==> src/hdl/htw_pkg.sv <==
// Package for the hashed timer wheel block.
// Holds the transfer payload types, command and status codes, and reciprocal divide constants.
// No dependencies.
package htw_pkg;

    // Input transfer: one command
    typedef struct packed {
        logic [1:0]  command;
        logic [3:0]  timer_id;
        logic [23:0] delay_ms;
    } t_in;

    // Output transfer: one result
    typedef struct packed {
        logic [1:0] status;
        logic [3:0] slot;
        logic       last;
    } t_out;

    // Command codes
    localparam logic [1:0] CMD_ADD  = 2'd0;
    localparam logic [1:0] CMD_DEL  = 2'd1;
    localparam logic [1:0] CMD_TICK = 2'd2;

    // Status codes
    localparam logic [1:0] ST_DONE    = 2'd0;
    localparam logic [1:0] ST_IGNORED = 2'd1;
    localparam logic [1:0] ST_EXPIRED = 2'd2;
    localparam logic [1:0] ST_NO_EXP  = 2'd3;

    // Tick rate register
    localparam int          RATE_W     = 14;
    localparam logic [13:0] RATE_RESET = 14'd1000;

    // Millisecond conversion: (delay_ms * tick_rate) / 1000
    // split as delay_ms = a*1000 + b, giving a*rate + (b*rate)/1000.
    // Both divides use x*RECIP_M >> RECIP_SHIFT, exact for any 24-bit x.
    localparam int          MS_DIV      = 1000;
    localparam int          MS_W        = 24;
    localparam int          RECIP_W     = 25;
    localparam int          RECIP_SHIFT = 34;
    localparam logic [24:0] RECIP_M     = 25'd17179870;
    localparam int          A_W         = 15;
    localparam int          B_W         = 10;
    localparam int          QUO_W       = 29;

    // Most expiries reported for one tick
    localparam int MAX_RESULTS = 16;
    localparam int HIT_W       = $clog2(MAX_RESULTS + 1);

endpackage

==> src/hdl/hashed_timer_wheel.sv <==
// Hashed timer wheel: a pool of one-shot timers with an ordered arm list.
// An add is accepted, converted in four steps (divide by 1000, remainder, scale, divide by 1000),
// armed, and its result emitted; an ignored command or a tick with nothing running goes straight
// to the result. Delete and tick scan the whole arm list. Output stalls hold the sequencer.
// Synchronous active-low reset clears the tick count, running flags, arm list count and
// output valid, and loads a tick rate of 1000; deadline and arm list entries are written first.
module hashed_timer_wheel
    import htw_pkg::*;
#(
    parameter int NUM_TIMERS = 16,
    parameter int TICK_BITS  = 32
) (
    input  logic              i_clk,
    input  logic              i_rst_n,
    input  logic              i_in_valid,
    output logic              o_in_stall,
    input  t_in               i_in,
    output logic              o_out_valid,
    input  logic              i_out_stall,
    output t_out              o_out,
    input  logic              i_cfg_we,
    input  logic [RATE_W-1:0] i_cfg_data
);

    localparam int IW = (NUM_TIMERS > 1) ? $clog2(NUM_TIMERS) : 1;
    localparam int CW = $clog2(NUM_TIMERS + 1);

    // Sequencer states
    localparam logic [3:0] S_IDLE   = 4'd0;
    localparam logic [3:0] S_Q1     = 4'd1;
    localparam logic [3:0] S_REM    = 4'd2;
    localparam logic [3:0] S_SCALE  = 4'd3;
    localparam logic [3:0] S_Q2     = 4'd4;
    localparam logic [3:0] S_ARM    = 4'd5;
    localparam logic [3:0] S_RD_ORD = 4'd6;
    localparam logic [3:0] S_RD_DL  = 4'd7;
    localparam logic [3:0] S_CMP    = 4'd8;
    localparam logic [3:0] S_EMIT   = 4'd9;

    logic [3:0]            r_state;
    logic [1:0]            r_cmd;
    logic [IW-1:0]         r_slot;
    logic [3:0]            r_id;
    logic [RATE_W-1:0]     r_rate;
    logic [TICK_BITS-1:0]  r_now;
    logic [NUM_TIMERS-1:0] r_run;
    logic [CW-1:0]         r_cnt;
    logic [CW-1:0]         r_rd;
    logic [CW-1:0]         r_wr;
    logic [HIT_W-1:0]      r_hits;
    logic                  r_pend_v;
    logic [IW-1:0]         r_pend_slot;
    t_out                  r_res;
    t_out                  r_out;
    logic                  r_out_valid;
    logic [MS_W-1:0]       r_x;
    logic [A_W-1:0]        r_a;
    logic [QUO_W-1:0]      r_acc;

    // Arm list (slot ids, oldest first) and deadlines
    logic [IW-1:0]         r_ord [NUM_TIMERS];
    logic [TICK_BITS-1:0]  r_dl  [NUM_TIMERS];
    logic [IW-1:0]         r_ord_q;
    logic [TICK_BITS-1:0]  r_dl_q;

    logic                      in_acc;
    logic                      out_free;
    logic                      out_load;
    logic                      id_ok;
    logic [IW-1:0]             id_idx;
    logic [MS_W+RECIP_W-1:0]   recip_prod;
    logic [A_W-1:0]            recip_q;
    logic                      n_hit;
    logic                      scan_wait;
    logic                      scan_end;
    logic                      ord_we;
    logic [IW-1:0]             ord_wa;
    logic [IW-1:0]             ord_wd;
    logic                      fin_pend_v;
    logic [IW-1:0]             fin_pend_slot;

    assign o_in_stall  = (r_state != S_IDLE);
    assign o_out_valid = r_out_valid;
    assign o_out       = r_out;

    assign in_acc   = i_in_valid && !o_in_stall;
    assign out_free = !r_out_valid || !i_out_stall;
    assign id_ok    = (32'(i_in.timer_id) < 32'(NUM_TIMERS));
    assign id_idx   = IW'(i_in.timer_id);

    // Shared divide by 1000: reciprocal multiply and shift
    assign recip_prod = (MS_W + RECIP_W)'(r_x) * (MS_W + RECIP_W)'(RECIP_M);
    assign recip_q    = recip_prod[RECIP_SHIFT +: A_W];

    // Scan compare: expiry for tick, match of the deleted slot for delete
    always_comb begin
        if (r_cmd == CMD_TICK) begin
            n_hit = (r_dl_q == r_now) && (r_hits != HIT_W'(MAX_RESULTS));
        end else begin
            n_hit = (r_ord_q == r_slot);
        end
    end

    assign scan_wait     = (r_cmd == CMD_TICK) && n_hit && r_pend_v && !out_free;
    assign scan_end      = ((r_rd + 1'b1) == r_cnt);
    assign fin_pend_v    = n_hit || r_pend_v;
    assign fin_pend_slot = n_hit ? r_ord_q : r_pend_slot;

    // Output register loads on a final result or on an earlier expiry
    assign out_load = out_free &&
                      ((r_state == S_EMIT) ||
                       (r_state == S_CMP && r_cmd == CMD_TICK && n_hit && r_pend_v));

    // Arm list write port: append on arm, compact during scan
    always_comb begin
        ord_we = 1'b0;
        ord_wa = r_wr[IW-1:0];
        ord_wd = r_ord_q;
        if (r_state == S_ARM) begin
            ord_we = 1'b1;
            ord_wa = r_cnt[IW-1:0];
            ord_wd = r_slot;
        end else if (r_state == S_CMP && !scan_wait && !n_hit) begin
            ord_we = 1'b1;
        end
    end

    // Arm list and deadline storage
    always_ff @(posedge i_clk) begin
        if (ord_we) begin
            r_ord[ord_wa] <= ord_wd;
        end
        if (r_state == S_ARM) begin
            r_dl[r_slot] <= r_now + TICK_BITS'(r_acc);
        end
        if (r_state == S_RD_ORD) begin
            r_ord_q <= r_ord[r_rd[IW-1:0]];
        end
        if (r_state == S_RD_DL) begin
            r_dl_q <= r_dl[r_ord_q];
        end
    end

    // Tick rate register
    always_ff @(posedge i_clk) begin
        if (!i_rst_n) begin
            r_rate <= RATE_RESET;
        end else if (i_cfg_we) begin
            r_rate <= i_cfg_data;
        end
    end

    // Sequencer, divider and output register
    always_ff @(posedge i_clk) begin
        if (!i_rst_n) begin
            r_state     <= S_IDLE;
            r_now       <= '0;
            r_run       <= '0;
            r_cnt       <= '0;
            r_rd        <= '0;
            r_wr        <= '0;
            r_hits      <= '0;
            r_pend_v    <= 1'b0;
            r_out_valid <= 1'b0;
        end else begin
            // raise valid on a load, drop the result once taken
            if (out_load) begin
                r_out_valid <= 1'b1;
            end else if (!i_out_stall) begin
                r_out_valid <= 1'b0;
            end

            unique case (r_state)
                S_IDLE: begin
                    if (in_acc) begin
                        r_cmd  <= i_in.command;
                        r_slot <= id_idx;
                        r_id   <= i_in.timer_id;
                        r_rd   <= '0;
                        r_wr   <= '0;
                        case (i_in.command)
                            CMD_ADD: begin
                                if (!id_ok || r_run[id_idx]) begin
                                    r_res   <= '{status: ST_IGNORED, slot: i_in.timer_id,
                                                 last: 1'b1};
                                    r_state <= S_EMIT;
                                end else begin
                                    r_x     <= i_in.delay_ms;
                                    r_state <= S_Q1;
                                end
                            end
                            CMD_DEL: begin
                                if (!id_ok || !r_run[id_idx]) begin
                                    r_res   <= '{status: ST_IGNORED, slot: i_in.timer_id,
                                                 last: 1'b1};
                                    r_state <= S_EMIT;
                                end else begin
                                    r_run[id_idx] <= 1'b0;
                                    r_res   <= '{status: ST_DONE, slot: i_in.timer_id,
                                                 last: 1'b1};
                                    r_state <= S_RD_ORD;
                                end
                            end
                            CMD_TICK: begin
                                r_now    <= r_now + 1'b1;
                                r_hits   <= '0;
                                r_pend_v <= 1'b0;
                                if (r_cnt == '0) begin
                                    r_res   <= '{status: ST_NO_EXP, slot: 4'd0, last: 1'b1};
                                    r_state <= S_EMIT;
                                end else begin
                                    r_state <= S_RD_ORD;
                                end
                            end
                            default: begin
                                r_res   <= '{status: ST_IGNORED, slot: i_in.timer_id,
                                             last: 1'b1};
                                r_state <= S_EMIT;
                            end
                        endcase
                    end
                end

                // whole seconds: a = delay_ms / 1000
                S_Q1: begin
                    r_a     <= recip_q;
                    r_state <= S_REM;
                end

                // b = delay_ms - a*1000, start the sum with a*rate
                S_REM: begin
                    r_x     <= r_x - (MS_W'(r_a) * MS_W'(MS_DIV));
                    r_acc   <= QUO_W'(r_a) * QUO_W'(r_rate);
                    r_state <= S_SCALE;
                end

                S_SCALE: begin
                    r_x     <= MS_W'(r_x[B_W-1:0]) * MS_W'(r_rate);
                    r_state <= S_Q2;
                end

                // add (b*rate) / 1000
                S_Q2: begin
                    r_acc   <= r_acc + QUO_W'(recip_q);
                    r_state <= S_ARM;
                end

                S_ARM: begin
                    r_run[r_slot] <= 1'b1;
                    r_cnt   <= r_cnt + 1'b1;
                    r_res   <= '{status: ST_DONE, slot: r_id, last: 1'b1};
                    r_state <= S_EMIT;
                end

                S_RD_ORD: begin
                    r_state <= (r_cmd == CMD_TICK) ? S_RD_DL : S_CMP;
                end

                S_RD_DL: begin
                    r_state <= S_CMP;
                end

                S_CMP: begin
                    if (!scan_wait) begin
                        if (n_hit) begin
                            if (r_cmd == CMD_TICK) begin
                                // hold the newest expiry; send the previous one
                                r_run[r_ord_q] <= 1'b0;
                                r_hits         <= r_hits + 1'b1;
                                r_pend_v       <= 1'b1;
                                r_pend_slot    <= r_ord_q;
                                if (r_pend_v) begin
                                    r_out <= '{status: ST_EXPIRED,
                                               slot: 4'(r_pend_slot), last: 1'b0};
                                end
                            end
                        end else begin
                            r_wr <= r_wr + 1'b1;
                        end
                        r_rd <= r_rd + 1'b1;
                        if (scan_end) begin
                            r_cnt <= n_hit ? r_wr : (r_wr + 1'b1);
                            if (r_cmd == CMD_TICK) begin
                                if (fin_pend_v) begin
                                    r_res <= '{status: ST_EXPIRED,
                                               slot: 4'(fin_pend_slot), last: 1'b1};
                                end else begin
                                    r_res <= '{status: ST_NO_EXP, slot: 4'd0, last: 1'b1};
                                end
                            end
                            r_state <= S_EMIT;
                        end else begin
                            r_state <= S_RD_ORD;
                        end
                    end
                end

                S_EMIT: begin
                    if (out_free) begin
                        r_out   <= r_res;
                        r_state <= S_IDLE;
                    end
                end

                default: begin
                    r_state <= S_IDLE;
                end
            endcase
        end
    end

endmodule
==> config.mk <==
export PLATFORM = sky130hd
export DESIGN_NAME = hashed_timer_wheel
export DESIGN_NICKNAME = d
export VERILOG_FILES = /design/src/hdl/htw_pkg.sv /design/src/hdl/hashed_timer_wheel.sv
export SDC_FILE = /design/constraint.sdc
export NUM_CORES = 2
export LEC_CHECK = 0
export BUFFER_PORTS_ARGS = -buffer_cell sky130_fd_sc_hd__buf_2
export CAP_MARGIN = 20
export CELL_PAD_IN_SITES_DETAIL_PLACEMENT = 0
export CELL_PAD_IN_SITES_GLOBAL_PLACEMENT = 1
export CORE_ASPECT_RATIO = 0.5
export CORE_UTILIZATION = 46
export DETAILED_ROUTE_END_ITERATION = 7
export PLACE_DENSITY = 0.81
export SLEW_MARGIN = 20
export SYNTH_ARGS = -nofsm -noshare
export SYNTH_HDL_FRONTEND = slang
export SYNTH_SLANG_ARGS = --single-unit
==> constraint.sdc <==
create_clock -name i_clk -period 8.6 [get_ports i_clk]
set_input_delay 0.86 -clock i_clk [delete_from_list [all_inputs] [get_ports i_clk]]
set_output_delay 0.86 -clock i_clk [all_outputs]
set_load 0.005 [all_outputs]
Word-level counts from Yosys, hierarchy flattened

Memory sizes are Yosys's and may differ from the RTL's. A register that Yosys moved wholly into a read port is not among the register bits.
Cells that the tools add are included.

RAM bits: 576
Bits in registers: 180
Output and inout port bits: 9
Memories: 2

Memories:

| name  | words | width | read ports | clocked after memory_dff | wr ports | line                     | RTL |
|---|---|---|---|---|---|---|---|
| r_dl  | 16    | 32    | 1          | 1                        | 1        | hashed_timer_wheel.sv:62 | `logic [TICK_BITS-1:0] r_dl [NUM_TIMERS];` |
| r_ord | 16    | 4     | 1          | 1                        | 1        | hashed_timer_wheel.sv:61 | `logic [IW-1:0] r_ord [NUM_TIMERS];` |

Reduce and logical (&&, ||, !) cells: 46
Mux-type cells: 79
Add/sub/neg operators: 8
Equality and inequality tests: 31
Bitwise operators: 6
Multiply operators: 4
Order comparisons: 6

Operator list:

| kind                     | number |
|---|---|
| $mux W16                 | 6 |
| $mux W7                  | 11 |
| $mux W24                 | 3 |
| $pmux W24 S3             | 1 |
| $pmux W29 S2             | 1 |
| $mux W5                  | 11 |
| $mul A24 B24 Y48 const B | 1 |
| $pmux W16 S3             | 1 |
| $mux W4                  | 11 |
| $pmux W7 S3              | 2 |
| $pmux W4 S10             | 1 |
| $pmux W5 S2              | 4 |
| $add A32 B1 Y32 const B  | 1 |
| $add A32 B29 Y32         | 1 |
| $and A16 B16 Y16         | 2 |
| $eq A32 B32 Y1           | 1 |
| $not A16 Y16             | 2 |
| $add A29 B15 Y29         | 1 |
| $mul A15 B14 Y29         | 1 |
| $mul A10 B14 Y24         | 1 |
| $sub A24 B24 Y24         | 1 |
| $mul A15 B7 Y21 const B  | 1 |
| $add A5 B1 Y5 const B    | 4 |
| $mux W1                  | 18 |
| other kinds (37)         | 93 |

Longest topological paths before layout

Depth after elaboration: 13
Gate-level depth with buffers: 35
Gate-level depth less buffers: 35

Worst setup path after synthesis

No wires, ideal clock.

Kind: register to register
Start: register r_x[9]
End: register r_acc[20] (data pin)
Setup slack: 394 ps
Arrival time: 7935 ps
Stages on the path, launching flop included: 35
Library setup time: 270 ps
Period minus slack after synthesis: 8206 ps
Buffers on the path: 1
Cell sequence: edfxtp_1 -> clkbuf_1 -> inv_1 -> fa_1 -> fa_1 -> inv_1 -> ha_1 -> ha_1 -> fa_1 -> fa_1 -> inv_1 -> fa_1 -> inv_1 -> ha_1 -> a211oi_1 -> nor2_1 -> a2111oi_0 -> o221ai_1 -> nor2_1 -> nor3_1 -> or2_2 -> a21oi_1 -> xnor2_1 -> ha_1 -> inv_1 -> fa_1 -> nor2b_1 -> o21ai_0 -> a21boi_0 -> o41a_1 -> a211oi_1 -> or2_2 -> nor2_1 -> xnor2_1 -> mux2i_1

Cells in the longest elaborated chain, start to end: 3

RTL lines:

| what                     | line                      | RTL |
|---|---|---|
| start, declared          | hashed_timer_wheel.sv:56  | `logic [MS_W-1:0] r_x;` |
| start signal, assigned   | hashed_timer_wheel.sv:188 | `r_x <= i_in.delay_ms;` |
| start signal, assigned   | hashed_timer_wheel.sv:232 | `r_x <= r_x - (MS_W'(r_a) * MS_W'(MS_DIV));` |
| start signal, assigned   | hashed_timer_wheel.sv:238 | `r_x <= MS_W'(r_x[B_W-1:0]) * MS_W'(r_rate);` |
| $mul A24 B24 Y48         | hashed_timer_wheel.sv:92  | `assign recip_prod = (MS_W + RECIP_W)'(r_x) * (MS_W + RECIP_W)'(RECIP_M);` |
| named net recip_prod[34] | hashed_timer_wheel.sv:71  | `logic [MS_W+RECIP_W-1:0] recip_prod;` |
| $add A29 B15 Y29         | hashed_timer_wheel.sv:244 | `r_acc <= r_acc + QUO_W'(recip_q);` |
| $pmux W29 S2             | hashed_timer_wheel.sv:173 | `unique case (r_state)` |
| end signal, assigned     | hashed_timer_wheel.sv:233 | `r_acc <= QUO_W'(r_a) * QUO_W'(r_rate);` |
| end signal, assigned     | hashed_timer_wheel.sv:244 |  |
| end, declared            | hashed_timer_wheel.sv:58  | `logic [QUO_W-1:0] r_acc;` |

The timed path passes the listed nets, and every way through them passes these cells.
A chain may end at the register's enable or synchronous reset.

Worst setup path after layout

Start: register r_x[13]
End: register r_acc[26] (data pin)

The elaborated chain is that of the path after synthesis.

==> out/results.ini <==
[run_status]
outcome = finished, final reports clean

[clock_tree]
cts_tree = yes
clock_latency_ns = 0.69
cts_root_buffer = clkbuf_16
clockBufferDepth = 3
clkTransAtPathRegs_ns = 0.06
numCtsBuffers = 75
htree_levels = 3
postCtsHoldBufs = 0
cts_sinks = 791

[run]
cap_violations = 0

[sta]
tightestPinTransition_ns = 1.13
setup_viol = 0
finalClockSkew_ns = 0.0570
fmax_mhz = 120
finalMaxSlewViolations = 0
relSlewSlack = 0.246
period_share = 0.967
whs_ns = 0.395
fin_crit_ns = 8.32
grt_setup_unrepaired = true
hold_viol_final = 0
setup_slack_ns = 0.280

[floorplan]
ios = 58
rows = 90
die-area_um2 = 126000
start_util = 0.469
core_area_um2 = 122000
die_w_um = 500
die_h_um = 251

[setup_path]
r2r_setup_slack_ns = 0.28
max_stage_delay_ns = 0.54
crit_path_max_fanout = 4
crit_family = adder cells
cp_slowest_cell = fa_1
worstPathArrival_ns = 8.82
cp.buffers_inverters = 7
crit_required_ns = 9.10
endpoint_kind = flip-flop
critPathLaunchType = flip-flop
crit_type = flip-flop to flip-flop
cpMostUsedCell = fa_1

[detailed_routing]
avgViaCountPerCell = 5.57
final_antenna_net_count = 0
drtPass1Iterations = 6
drc = 0
vias = 36428
wl_per_cell_um = 21.4
drtIter0Drc = 3030
totalWireLength_um = 140000

[finish]
fillers = 10293
diodes = 0
drive_above_1_share = 0.130
finish.utilization = 0.518
layout.cells.non_filler = 6540
area_growth_pct = 10.5
fin_nets = 5878

[global_route]
overflow = 0
antenna_found_initial = 1
grt_use_total = 0.227
grt_max_degree = 137
grt_pass1_wl_um = 218000
grt_pass1_vias = 37854

[logic_synthesis]
synth_nets = 5731
synthTopCellsByArea = edfxtp_1, fa_1, ha_1, mux4_2, inv_1
synth_edf_count = 703
avgSynthCellArea_um2 = 12.2
yosysTopAreaCell = edfxtp_1
synth_area_um2 = 57100
ys_seq_elements = 791
ys_seq_area_frac = 0.400
synth-async-reset-ratio = 0
synth_top_area_frac = 0.369
synth_cell_types = 80
ys.warnings.count = 0
synth_flop_cell = edfxtp_1
syn_inst = 4678

[placement]
dp_hpwl_um = 98700
placedCellCount = 6388
pre_cts_ws_ns = -0.0491
io_buffers = 57
globalplace.congestion = 0.895

[worst_hold_path]
hp-class = input pin to flip-flop

-- cells in the final DEF (no fill, tap or decap), types with 25 or more instances in the layout --
cell type / instances
and2_1: 147
nor2b_1: 36
inv_1: 735
o21ai_0: 99
buf_4: 167
a31oi_1: 41
nor3_1: 51
nand2b_1: 29
nand2_1: 379
mux4_2: 185
buf_2: 57
mux2i_1: 25
edfxtp_1: 703
and3_1: 36
dfxtp_1: 88
ha_1: 525
a21o_1: 56
nand3_1: 68
nor2_1: 170
fa_1: 470
a21oi_1: 139
xor2_1: 109
clkbuf_16: 77
xnor2_1: 80
-- tightest hold or removal path, delay by kind of cell --
| family | cells | cell delay, ns |
|---|---|---|
| buffers and inverters | 1 | 0.08 |
| and+or+nand+nor | 1 | 0.06 |
| muxes | 1 | 0.05 |
-- cell families (layout without fill, tap and decap cells) --
kind of cell / count (synthesis) / count (layout) / share of synthesized area
muxes: 215 / 215 / 0.0783
adders and majority gates: 1004 / 1004 / 0.282
AOI/OAI and AO/OA: 524 / 524 / 0.0601
and+or+nand+nor: 1039 / 1039 / 0.0876
buffers and inverters: 896 / 1102 / 0.0594
xor gates and xnor gates: 209 / 209 / 0.0320
DFF: 791 / 791 / 0.400
-- cell type report --
type / instances / area [um2] / share of cell area
Inverter: 736 / 2760 / 0.0438
Clock buffer: 98 / 2020 / 0.0320
Sequential cell: 791 / 22900 / 0.362
Multi-Input combinational cell: 2991 / 31300 / 0.496
Tap cell: 1656 / 2070 / 0.0328
Clock inverter: 38 / 444 / 0.00704
Timing Repair Buffer: 230 / 1620 / 0.0257
-- metrics by stage --
stage | setup TNS, ns | instance area, um2
final | 0 | 63100
after global routing | -0.287 | 63100
after CTS | 0 | 62700
after detailed placement | -0.119 | 60200
after global placement | 0 | 60200
after floorplan | 0 | 57100
-- path summary, 6_finish.rpt --
kind                 startpoint  cells after the start        end
setup / recovery        r_x[13]                     35  r_acc[26]
hold / removal    i_cfg_data[8]                      3  r_rate[8]
setup reg to reg        r_x[13]                     35  r_acc[26]
hold reg to reg         r_rd[4]                      2    r_rd[4]
-- layer usage --
layer	track usage	vias to the layer above	routed length, um
met5	0	-	13
met4	0.0678	2	3890
met3	0.0395	186	9410
met2	0.374	1177	66700
met1	0.307	18582	59800
li1	-	16481	-
-- Yosys cell counts, drive strengths merged, types with 14 or more instances --
| cell type | number |
|---|---|
| buf | 27 |
| a211oi | 19 |
| xnor2 | 96 |
| and2 | 147 |
| or3 | 23 |
| o21ai | 105 |
| nor2 | 187 |
| a21o | 56 |
| fa | 475 |
| and3 | 37 |
| nand4 | 19 |
| dfxtp | 88 |
| nand2 | 380 |
| a31oi | 42 |
| nand2b | 29 |
| ha | 529 |
| o21a | 24 |
| nor4 | 21 |
| xor2 | 113 |
| nor2b | 36 |
| mux4 | 185 |
| edfxtp | 703 |
| nor3 | 63 |
| nand3 | 69 |
| o221a | 17 |
| o211ai | 14 |
| mux2i | 25 |
| a21oi | 143 |
| clkbuf | 133 |
| inv | 736 |
-- flip-flops by register name, indices dropped and copies added (netlist names), 14 cells and up --
register / flops
r_dl: 512
r_ord: 64
r_dl_q: 32
r_now: 32
r_acc: 29
r_x: 24
r_run: 16
r_a: 15
r_rate: 14
-- what timing repair did --
action,4_1_cts,5_1_grt
resized for setup,1,45
endpoints found under the setup margin,4,22
setup buffers,0,16
pin swaps,0,24
Power is left out: the tool's default activity adds up to more than one toggle a clock period on the data nets, which glitch-free logic cannot reach.
